$ cat src/rtl/swm_pkg.sv
// Shared constants and types for the sliding window maximum block.
package swm_pkg;

  localparam int CFG_BITS = 7;
  localparam logic [CFG_BITS-1:0] WINDOW_RESET = 7'd3;

  localparam int QUEUE_DEPTH = 2;
  typedef logic [$clog2(QUEUE_DEPTH+1)-1:0] qcount_t;

endpackage

$ cat src/rtl/swm_cell.sv
// One cell of the running-maximum chain: max of the last (index+1) samples.
module swm_cell #(
  parameter int SAMPLE_BITS = 16
) (
  input  logic                          clk,
  input  logic                          en,
  input  logic signed [SAMPLE_BITS-1:0] sample,
  input  logic signed [SAMPLE_BITS-1:0] prev,
  output logic signed [SAMPLE_BITS-1:0] peak,
  output logic signed [SAMPLE_BITS-1:0] peak_next
);

  assign peak_next = (prev > sample) ? prev : sample;

  always_ff @(posedge clk) begin
    if (en) begin
      peak <= peak_next;
    end
  end

endmodule

$ cat src/rtl/swm_outq.sv
// Two-entry result queue between the cell chain and the output channel.
module swm_outq #(
  parameter int WIDTH = 17
) (
  input  logic             clk,
  input  logic             rst,
  input  logic             push,
  input  logic [WIDTH-1:0] din,
  output logic             space,
  output logic             out_valid,
  input  logic             out_ready,
  output logic [WIDTH-1:0] dout
);
  import swm_pkg::*;

  localparam qcount_t FULL = qcount_t'(QUEUE_DEPTH);

  qcount_t          cnt;
  qcount_t          cnt_after_pop;
  logic             pop;
  logic [WIDTH-1:0] slot0;
  logic [WIDTH-1:0] slot1;

  assign pop           = (cnt != '0) && out_ready;
  assign space         = (cnt != FULL) || out_ready;
  assign cnt_after_pop = cnt - qcount_t'(pop);
  assign out_valid     = (cnt != '0);
  assign dout          = slot0;

  always_ff @(posedge clk) begin
    if (rst) begin
      cnt <= '0;
    end else begin
      cnt <= cnt_after_pop + qcount_t'(push);
    end
  end

  always_ff @(posedge clk) begin
    if (push && (cnt_after_pop == '0)) begin
      slot0 <= din;
    end else if (pop) begin
      slot0 <= slot1;
    end
    if (push && (cnt_after_pop != '0)) begin
      slot1 <= din;
    end
  end

  a_no_overflow: assert property (@(posedge clk) disable iff (rst)
    push |-> (cnt_after_pop != FULL))
    else $error("result queue overflow");

  a_fill: assert property (@(posedge clk) disable iff (rst)
    (push && !pop && cnt == qcount_t'(1)) |=> (cnt == FULL))
    else $error("result queue count lost a beat");

  a_head_holds: assert property (@(posedge clk) disable iff (rst)
    (out_valid && !out_ready) |=> $stable(dout))
    else $error("queued head changed while stalled");

endmodule

$ cat src/rtl/sliding_window_maximum_top.sv
// Top level of the sliding window maximum block.
//
// Input channel s_*: one signed sample per beat in s_tdata, s_tlast marks the
// last sample of a sequence. Output channel m_*: one beat per input sample once
// the sequence has seen window_length samples; m_tdata is the maximum of the
// last window_length samples, m_tlast marks the result of the sequence's last
// sample. A sequence shorter than the window gives no beat; state clears after
// every s_tlast either way.
// cfg_*: writes window_length (0 acts as 1, above MAX_WINDOW acts as
// MAX_WINDOW); cfg_ready is always high, write only while idle.
// A chain of MAX_WINDOW cells holds the running maxima of the last 1..N samples
// and updates all cells in the cycle a sample is accepted, so the block takes
// one sample per clock while s_tready is high. The result is registered into a
// two-entry queue. While m_tready is low the queue holds up to two results and
// s_tready drops only once both are waiting.
// Reset (rst, synchronous) clears the queue and the sequence state and sets
// window_length to 3; no clearing pass is needed.
module sliding_window_maximum_top #(
  parameter int MAX_WINDOW  = 64,
  parameter int SAMPLE_BITS = 16
) (
  input  logic                                  clk,
  input  logic                                  rst,
  input  logic                                  cfg_valid,
  output logic                                  cfg_ready,
  input  logic [swm_pkg::CFG_BITS-1:0]          cfg_data,   // window_length
  input  logic                                  s_tvalid,
  output logic                                  s_tready,
  input  logic [((SAMPLE_BITS+7)/8)*8-1:0]      s_tdata,    // sample
  input  logic                                  s_tlast,    // end_of_sequence
  output logic                                  m_tvalid,
  input  logic                                  m_tready,
  output logic [((SAMPLE_BITS+7)/8)*8-1:0]      m_tdata,    // window_max
  output logic                                  m_tlast     // final_result
);
  import swm_pkg::*;

  localparam int DW = ((SAMPLE_BITS + 7) / 8) * 8;
  localparam int LW = $clog2(MAX_WINDOW + 1);
  localparam int IW = $clog2(MAX_WINDOW);

  logic [CFG_BITS-1:0] window_length;
  logic [LW-1:0]       w_eff;
  logic [LW-1:0]       alive;
  logic [LW-1:0]       alive_next;
  logic [LW:0]         alive_inc;
  logic [LW-1:0]       pos;
  logic [LW:0]         pos_inc;
  logic                filled;
  logic                filled_next;
  logic [IW-1:0]       sel;
  logic                s_fire;
  logic                q_space;

  logic signed [SAMPLE_BITS-1:0] sample;
  logic signed [SAMPLE_BITS-1:0] peak      [MAX_WINDOW];
  logic signed [SAMPLE_BITS-1:0] peak_next [MAX_WINDOW];
  logic [SAMPLE_BITS:0]          q_din;
  logic [SAMPLE_BITS:0]          q_dout;

  assign cfg_ready = 1'b1;
  assign s_tready  = q_space;
  assign s_fire    = s_tvalid && s_tready;
  assign sample    = s_tdata[SAMPLE_BITS-1:0];

  always_ff @(posedge clk) begin
    if (rst) begin
      window_length <= WINDOW_RESET;
    end else if (cfg_valid && cfg_ready) begin
      window_length <= cfg_data;
    end
  end

  always_comb begin
    if (window_length == '0) begin
      w_eff = LW'(1);
    end else if (32'(window_length) > MAX_WINDOW) begin
      w_eff = LW'(MAX_WINDOW);
    end else begin
      w_eff = LW'(window_length);
    end
  end

  // live candidates are always the newest `alive` samples
  assign alive_inc   = {1'b0, alive} + (LW+1)'(1);
  assign alive_next  = (alive_inc > {1'b0, w_eff}) ? w_eff : alive_inc[LW-1:0];
  assign sel         = IW'(alive_next - LW'(1));
  assign pos_inc     = {1'b0, pos} + (LW+1)'(1);
  assign filled_next = filled || (pos_inc >= {1'b0, w_eff});

  always_ff @(posedge clk) begin
    if (rst) begin
      alive  <= '0;
      pos    <= '0;
      filled <= 1'b0;
    end else if (s_fire) begin
      if (s_tlast) begin
        alive  <= '0;
        pos    <= '0;
        filled <= 1'b0;
      end else begin
        alive  <= alive_next;
        filled <= filled_next;
        if (!filled) begin
          pos <= pos_inc[LW-1:0];
        end
      end
    end
  end

  for (genvar k = 0; k < MAX_WINDOW; k++) begin : g_cell
    logic signed [SAMPLE_BITS-1:0] prev;
    if (k == 0) begin : g_head
      assign prev = sample;
    end else begin : g_link
      assign prev = peak[k-1];
    end
    swm_cell #(
      .SAMPLE_BITS(SAMPLE_BITS)
    ) u_cell (
      .clk      (clk),
      .en       (s_fire),
      .sample   (sample),
      .prev     (prev),
      .peak     (peak[k]),
      .peak_next(peak_next[k])
    );
  end

  assign q_din = {s_tlast, peak_next[sel]};

  swm_outq #(
    .WIDTH(SAMPLE_BITS + 1)
  ) u_outq (
    .clk      (clk),
    .rst      (rst),
    .push     (s_fire && filled_next),
    .din      (q_din),
    .space    (q_space),
    .out_valid(m_tvalid),
    .out_ready(m_tready),
    .dout     (q_dout)
  );

  assign m_tdata = DW'(q_dout[SAMPLE_BITS-1:0]);
  assign m_tlast = q_dout[SAMPLE_BITS];

  a_alive_bound: assert property (@(posedge clk) disable iff (rst)
    alive <= LW'(MAX_WINDOW))
    else $error("live count beyond cell chain");

  a_seq_clear: assert property (@(posedge clk) disable iff (rst)
    (s_fire && s_tlast) |=> (alive == '0 && !filled && pos == '0))
    else $error("sequence state not cleared");

  a_alive_grows: assert property (@(posedge clk) disable iff (rst)
    (s_fire && !s_tlast) |=> (alive != '0))
    else $error("accepted sample left no live candidate");

  a_filled_sticky: assert property (@(posedge clk) disable iff (rst)
    (filled && !(s_fire && s_tlast)) |=> filled)
    else $error("window filled flag dropped mid-sequence");

endmodule
$ cat config.mk
export PLATFORM = sky130hd
export DESIGN_NAME = sliding_window_maximum_top
export DESIGN_NICKNAME = d
export VERILOG_FILES = /design/src/rtl/swm_pkg.sv /design/src/rtl/swm_cell.sv /design/src/rtl/swm_outq.sv /design/src/rtl/sliding_window_maximum_top.sv
export SDC_FILE = /design/constraint.sdc
export NUM_CORES = 2
export LEC_CHECK = 0
export ABC_AREA = 0
export CORE_MARGIN = 5
export CORE_UTILIZATION = 45
export DETAILED_ROUTE_END_ITERATION = 12
export DONT_BUFFER_PORTS = 1
export PLACE_DENSITY = 0.6
export SYNTH_ARGS = -nofsm -noshare
export SYNTH_HDL_FRONTEND = slang
export SYNTH_SLANG_ARGS = --single-unit
$ cat constraint.sdc
create_clock -name clk -period 23.1 [get_ports clk]
set_input_delay 0 -clock clk [delete_from_list [all_inputs] [get_ports clk]]
set_output_delay 0 -clock clk [all_outputs]
set_load 0.005 [all_outputs]
# Word-level counts from Yosys, hierarchy flattened
# Cells that the tools add are included.
[op_classes]
addsub = 5
n_mul = 0
div = 0
n_lt_le_gt_ge = 67
n_eq_ne = 2
n_shift = 0
muxes = 75
n_bitwise = 1
reduce_logical = 13
[op_table]
columns = ["op", "count"]
rows = [
  ["16-bit two-way mux", 65],
  ["16-bit > comparator", 63],
  ["16-bit binary-select mux with 6-bit select", 1],
  ["7-bit two-way mux", 6],
  ["17-bit two-way mux", 2],
  ["7-bit by 1-bit adder with 8-bit output (second input constant)", 2],
  ["8-bit by 7-bit >= comparator with 1-bit output", 1],
  ["8-bit by 7-bit > comparator with 1-bit output", 1],
  ["7-bit >= comparator (second input constant)", 1],
  ["7-bit > comparator (second input constant)", 1],
  ["7-bit zero test", 1],
  ["6-bit NOT with 7-bit output", 1],
  ["2-bit nonzero test", 3],
  ["6-bit by 1-bit subtractor with 6-bit output (second input constant)", 1],
  ["1-bit logical AND", 5],
  ["2-bit inequality test (second input constant)", 2],
  ["2-bit by 1-bit adder with 2-bit output", 1],
  ["2-bit zero test", 1],
  ["1-bit logical OR", 2],
  ["2-bit AND reduction", 1],
  ["2-bit by 1-bit subtractor with 2-bit output", 1],
  ["1-bit two-way mux", 1],
]
[word_totals]
regBits = 1066
latchBits = 0
ram_bits = 0
mem_bits_ro = 0
wordCells = 233
mem_count = 0

# Depth between registers and ports, before layout
[logic_depth]
ltp_word = 11
depth_mapped = 21
mapped_depth_nobuf = 16

# Hierarchy
# Synthesis repeated with hierarchy kept, for this count alone.
[hier_totals]
hier_cells = 7767
area_unflattened_um2 = 87169.9
[modules_own_cells]
columns = ["module", "n_inst", "cells_each", "area_per_inst_um2", "seq_area_each_um2"]
rows = [
  ["swm_cell (g_cell[0].u_cell ...)", 48, 94, 1167.4, 480.5],
  ["swm_cell (g_cell[54].u_cell ...)", 15, 95, 1183.6, 480.5],
  ["sliding_window_maximum_top", 1, 1667, 10769.1, 440.4],
  ["swm_outq", 1, 68, 1417.6, 1061.0],
  ["swm_cell (g_cell[53].u_cell)", 1, 95, 1194.9, 480.5],
]

# Least setup slack after synthesis
# No wires, ideal clock.
[synth_timing]
kind = "register to register"
start = "reg u_outq.cnt[0]"
end = "reg pos[0]"
setup_time_ns = 0.143
arrival_time_ns = 24.093
setup_slack_ns = -1.136
stages_incl_launch_ff = 8
path_buffers = 0
synth_period_minus_slack_ns = 24.236
path_cell_list = "dfxtp_1 -> inv_1 -> nand3_1 -> nand2_1 -> inv_1 -> o21ai_0 -> mux2i_1 -> nor2_1"
[synth_between]
elab_chain_len = 4
[synth_lines]
columns = ["element", "line", "source"]
rows = [
  ["start: declaration", "swm_outq.sv:18", "qcount_t cnt;"],
  ["start signal: assignment", "swm_outq.sv:34", "cnt <= cnt_after_pop + qcount_t'(push);"],
  ["2-bit inequality test", "swm_outq.sv:25", "assign space = (cnt != FULL) || out_ready;"],
  ["1-bit logical OR", "swm_outq.sv:25", ""],
  ["via s_tready", "sliding_window_maximum_top.sv:28", "output logic s_tready,"],
  ["1-bit logical AND", "sliding_window_maximum_top.sv:63", "assign s_fire = s_tvalid && s_tready;"],
  ["via g_cell[0].u_cell.en", "swm_cell.sv:6", "input logic en,"],
  ["2-bit AND reduction (no source line)", "-", ""],
  ["end signal: assignment", "sliding_window_maximum_top.sv:105", "pos <= pos_inc[LW-1:0];"],
  ["end: declaration", "sliding_window_maximum_top.sv:47", "logic [LW-1:0] pos;"],
]
# The timed path passes the listed nets, and every way through them passes these cells.
# A chain may end at the register's enable or synchronous reset.

# Final worst setup path
[layout_timing]
start = "in s_tdata[10]"
end = "reg u_outq.slot0[6] (netlist: u_outq.dout[6]) (data pin)"
[layout_between]
elab_chain_len = 6
[layout_lines]
columns = ["element", "line", "source"]
rows = [
  ["start: declaration", "sliding_window_maximum_top.sv:29", "input logic [((SAMPLE_BITS+7)/8)*8-1:0] s_tdata,"],
  ["16-bit > comparator", "swm_cell.sv:13", "assign peak_next = (prev > sample) ? prev : sample;"],
  ["16-bit two-way mux", "swm_cell.sv:13", ""],
  ["via g_cell[4].u_cell.peak_next[6]", "swm_cell.sv:10", "output logic signed [SAMPLE_BITS-1:0] peak_next"],
  ["16-bit binary-select mux with 6-bit select", "sliding_window_maximum_top.sv:130", "assign q_din = {s_tlast, peak_next[sel]};"],
  ["16-bit two-way mux (not written as such) (2 in a row)", "sliding_window_maximum_top.sv:130", ""],
  ["via q_din[6]", "sliding_window_maximum_top.sv:58", "logic [SAMPLE_BITS:0] q_din;"],
  ["17-bit two-way mux", "swm_outq.sv:39", "if (push && (cnt_after_pop == '0)) begin"],
  ["end signal: assignment", "swm_outq.sv:40", "slot0 <= din;"],
  ["end signal: assignment", "swm_outq.sv:42", "slot0 <= slot1;"],
  ["end: declaration", "swm_outq.sv:21", "logic [WIDTH-1:0] slot0;"],
]
# The timed path passes the listed nets, and every way through them passes these cells. The select of a mux whose other input is x is not followed.

==> report_table.html <==
<table>
<tr><th>Metric</th><th>Value</th></tr>
<tr><th colspan="2">GRT</th></tr>
<tr><td>Overall routing resource usage</td><td>34.8%</td></tr>
<tr><td>Met3 usage in global routing</td><td>8.01%</td></tr>
<tr><td>Initial antenna violation count</td><td>35</td></tr>
<tr><td>Largest net degree at the start of global routing</td><td>167</td></tr>
<tr><td>Met2 track demand over resource in global routing</td><td>52.2%</td></tr>
<tr><td>Wire length of the first global-routing pass</td><td>457,000 um</td></tr>
<tr><td>Via count of the first global-routing pass</td><td>63,751</td></tr>
<tr><td>Global-route track usage on met1</td><td>44.7%</td></tr>
<tr><td>Most congested layer reported by global routing</td><td>met2</td></tr>
<tr><td>Leftover overflow at the end of global routing</td><td>0</td></tr>
<tr><th colspan="2">Critical path</th></tr>
<tr><td>Buffer and inverter count on the worst path</td><td>5</td></tr>
<tr><td>Required time of the critical path</td><td>23,620 ps</td></tr>
<tr><td>Slowest stage delay, CP</td><td>1060 ps</td></tr>
<tr><td>Crit Path Max Fanout</td><td>42</td></tr>
<tr><td>Cell type group with the largest total delay on the critical path</td><td>compound AO/OA/AOI/OAI gates</td></tr>
<tr><td>Worst reg2reg setup slack</td><td>15,850 ps</td></tr>
<tr><td>Element type at the critical path start</td><td>input port</td></tr>
<tr><td>Cell at the slowest stage of the critical path</td><td>a21oi_1</td></tr>
<tr><td>Type of the worst setup path</td><td>in2reg</td></tr>
<tr><td>Capturing element type of the critical path</td><td>flip-flop</td></tr>
<tr><td>Crit-path cells</td><td>dlygate4sd3_1 &gt; buf_16 &gt; inv_4 &gt; buf_4 &gt; buf_4 &gt; ha_1 &gt; nand4_1 &gt; nor3_1 &gt; a21boi_0 &gt; nor3_1 &gt; a21oi_1 &gt; mux2_2 &gt; a221oi_1 &gt; a311o_1 &gt; a2bb2oi_1 &gt; o22ai_1 &gt; mux2_2</td></tr>
<tr><td>Arr. time, crit path</td><td>7910 ps</td></tr>
<tr><th colspan="2">Clock tree</th></tr>
<tr><td>Maximum level of the CTS H-tree</td><td>4</td></tr>
<tr><td>Clock insertion delay at the later pin of the skew report</td><td>800 ps</td></tr>
<tr><td>PostCTS Resize Cnt</td><td>0</td></tr>
<tr><td>Clock slew at the register clock pins of the worst setup and hold paths</td><td>60 ps</td></tr>
<tr><td>Buffer count from post-CTS setup fixing</td><td>0</td></tr>
<tr><td>Total CTS buffers</td><td>132</td></tr>
<tr><td>Number of hold buffers added after cts</td><td>60</td></tr>
<tr><td>Clock sink total</td><td>1,066</td></tr>
<tr><td>Maximum number of buffers from clock root to sink</td><td>3</td></tr>
<tr><td>Clock root cell</td><td>clkbuf_16</td></tr>
<tr><td>CTS tree</td><td>done</td></tr>
<tr><th colspan="2">Logic synthesis</th></tr>
<tr><td>Synthesized instance count</td><td>7,100</td></tr>
<tr><td>Most used flip-flop cell after synthesis</td><td>edfxtp_1</td></tr>
<tr><td>Cell taking the most area after synthesis</td><td>edfxtp_1</td></tr>
<tr><td>EDFF count, synth</td><td>1,042</td></tr>
<tr><td>Synthesized area per cell</td><td>10.9 sq um</td></tr>
<tr><td>Distinct cells, synth</td><td>101</td></tr>
<tr><td>Seq/Total Area, Yosys</td><td>41.2%</td></tr>
<tr><td>FF+latch count, synth</td><td>1,066</td></tr>
<tr><td>Post-Syn Nets</td><td>8,153</td></tr>
<tr><td>Async SR Flop Fraction</td><td>0%</td></tr>
<tr><td>Warnings from Yosys</td><td>0</td></tr>
<tr><td>Area share of the leading cell type in the synthesized netlist</td><td>40.6%</td></tr>
<tr><td>Area contributors post-synth</td><td>edfxtp_1, ha_1, mux2_2</td></tr>
<tr><td>Post-synthesis instance area</td><td>77,100 sq um</td></tr>
<tr><th colspan="2">Power</th></tr>
<tr><td>Leak Pwr</td><td>0.0327 uW</td></tr>
<tr><td>Largest vdd supply drop</td><td>0.0978 mV</td></tr>
<tr><td>Power density relative to cell area</td><td>136 nW/um^2</td></tr>
<tr><td>Post-layout total power</td><td>11,500 uW</td></tr>
<tr><th colspan="2">Place</th></tr>
<tr><td>Worst setup timing slack at the placement stage</td><td>16,210 ps</td></tr>
<tr><td>Total of buffers placed on input and output ports</td><td>0</td></tr>
<tr><td>Post-DP HPWL</td><td>213,000 um</td></tr>
<tr><td>Final weighted congestion in routability-driven placement</td><td>0.972</td></tr>
<tr><th colspan="2">STA</th></tr>
<tr><td>Setup_tns</td><td>0 ps</td></tr>
<tr><td>Rel. slew slack</td><td>1.34%</td></tr>
<tr><td>Setup repair after global routing missed its margin</td><td>false</td></tr>
<tr><td>Number of max-slew violations in the final report</td><td>0</td></tr>
<tr><td>Period minus WS final</td><td>7390 ps</td></tr>
<tr><td>Total of endpoints with negative setup slack in the final report</td><td>0</td></tr>
<tr><td>Tightest Pin Transition</td><td>1440 ps</td></tr>
<tr><td>Worst clock skew</td><td>34.0 ps</td></tr>
<tr><td>Peak clock frequency supported by timing</td><td>135 MHz</td></tr>
<tr><td>Share of the clock period used by the worst path after layout</td><td>32.0%</td></tr>
<tr><td>Final worst slack</td><td>15,710 ps</td></tr>
<tr><td>Final hold violations</td><td>0</td></tr>
<tr><th colspan="2">Finish</th></tr>
<tr><td>Seq. cell area</td><td>31,800 sq um</td></tr>
<tr><td>Highest-count cells in the layout ignoring fill and taps</td><td>edfxtp_1, ha_1, mux2_2, nand2_1, o21ai_0</td></tr>
<tr><td>Fillers</td><td>15,245</td></tr>
<tr><td>Layout overhead on the synthesized area</td><td>9.92%</td></tr>
<tr><td>Fraction of layout instances using a drive strength above 1</td><td>15.5%</td></tr>
<tr><td>Commonest non-fill, non-tap cell in the layout</td><td>edfxtp_1</td></tr>
<tr><td>Fin nets</td><td>8,086</td></tr>
<tr><td>Total area of multi-input combinational cells</td><td>43,200 sq um</td></tr>
<tr><th colspan="2">Floorplanning</th></tr>
<tr><td>Placement Rows</td><td>152</td></tr>
<tr><td>Effective utilization at floorplan</td><td>45.1%</td></tr>
<tr><td>I/O pin count</td><td>49</td></tr>
<tr><td>CORE AREA</td><td>171,000 sq um</td></tr>
<tr><td>Chip Height</td><td>424 um</td></tr>
<tr><td>Die area</td><td>180,000 sq um</td></tr>
<tr><td>Die X</td><td>424 um</td></tr>
<tr><th colspan="2">Detailed routing</th></tr>
<tr><td>Vias after detailed routing</td><td>66,328</td></tr>
<tr><td>Pre-Repair DR Iteration Count</td><td>8</td></tr>
<tr><td>Post-DRT Antenna Nets</td><td>0</td></tr>
<tr><td>Aggregate routed wire length</td><td>324,000 um</td></tr>
<tr><td>Average wire per cell in the routed design</td><td>34.4 um</td></tr>
<tr><td>Post-detailed-route DRC marker count</td><td>0</td></tr>
<tr><td>Vias per cell</td><td>7.04</td></tr>
<tr><td>Initial detailed-routing violation count</td><td>9,552</td></tr>
<tr><th colspan="2">Outcome</th></tr>
<tr><td>Violated checks</td><td>capacitance limit</td></tr>
<tr><td>Outcome</td><td>finished, violations left</td></tr>
<tr><th colspan="2">Min path</th></tr>
<tr><td>Worst hold path type</td><td>in2reg</td></tr>
<tr><th colspan="2">Job</th></tr>
<tr><td>Maximum capacitance violations</td><td>1</td></tr>
</table>
worst register-to-register path: stages, from the launching register on:
cell and delay [ps]:
dfxtp_1 530, ha_1 280, nand3_1 130, nor2_1 180, xor2_1 210, ha_1 280, nand3_1 150, nor2_1 100
nand3_1 160, a21boi_1 570, buf_4 310, mux2_4 440, buf_4 650, nand3_1 640, a2111oi_0 1360, a2111oi_0 200
o211a_1 300, a31o_1 260, mux2_2 260
per-layer routing:
| layer | vias up | wire length (um) |
|---|---|---|
| met4 | 8 | 26300 |
| met2 | 4696 | 139000 |
| met3 | 1149 | 37100 |
| met1 | 32288 | 122000 |
| li1 | 28187 | - |
| met5 | - | 49 |
cell type report:
type                       count  area share (%)
multi-input combinational   5444            51.0
sequential                  1066            37.5
antenna                       51           0.151
timing repair buffer         202            2.34
clock inverter                77           0.774
inverter                     187           0.880
tap                         2233            3.30
clock buffer                 161            4.09
worst paths after layout:
path | start | to | cells past startpoint
setup / recovery | s_tdata[10] | u_outq.dout[6] | 17
hold / removal | s_tdata[15] | u_outq.slot1[15] | 4
setup reg to reg | alive[0] | u_outq.dout[7] | 18
hold reg to reg | pos[5] | pos[5] | 2
kinds of logic after synthesis:
logic type | count (synthesis) | synth area share [%]
xor+xnor | 17 | 0.203
mux | 682 | 9.87
other cells | 1 | 0.00486
flops | 1066 | 41.2
compound gates | 2095 | 18.5
fa+ha+maj | 1025 | 16.6
simple gates | 1624 | 10.5
buf+inv | 590 | 3.16
flip-flops by register name, indices dropped and copies added, names as in the netlist:
name                flops
pos                     7
filled                  1
alive                   7
u_outq.slot1           17
g_cell.u_cell.peak   1008
u_outq.dout            17
u_outq.cnt              2
window_length           7
report_power, final:
group	internal, uW	switching [uW]	leakage (uW)
sequential	3100	478	0.0104
clock	1170	899	0.00201
combinational	2050	3810	0.0203
total	6320	5190	0.0327
Yosys cell counts (all sizes together), types with 101 or more instances:
master,number
nand3,249
mux2,615
a211oi,113
a21o,101
nand2,611
nor2,197
nand4,155
inv,185
buf,118
ha,1024
edfxtp,1042
clkbuf,285
o21ai,604
a21oi,363
a221oi,116
stage by stage:
stage / hold slack, ps / std cells / area (sq um) / util, %
6_report: 41.7 / 9421 / 84700 / 49.6
5_1_grt: 47.5 / 9398 / 84700 / 49.5
4_1_cts: 11.2 / 9369 / 84600 / 49.5
3_5_place_dp: 77.0 / 9071 / 79600 / 46.6
3_3_place_gp: 75.1 / 9070 / 79600 / 46.6
2_1_floorplan: 71.6 / 7100 / 77100 / -
No activity file was read; power rests on OpenSTA's default activity.
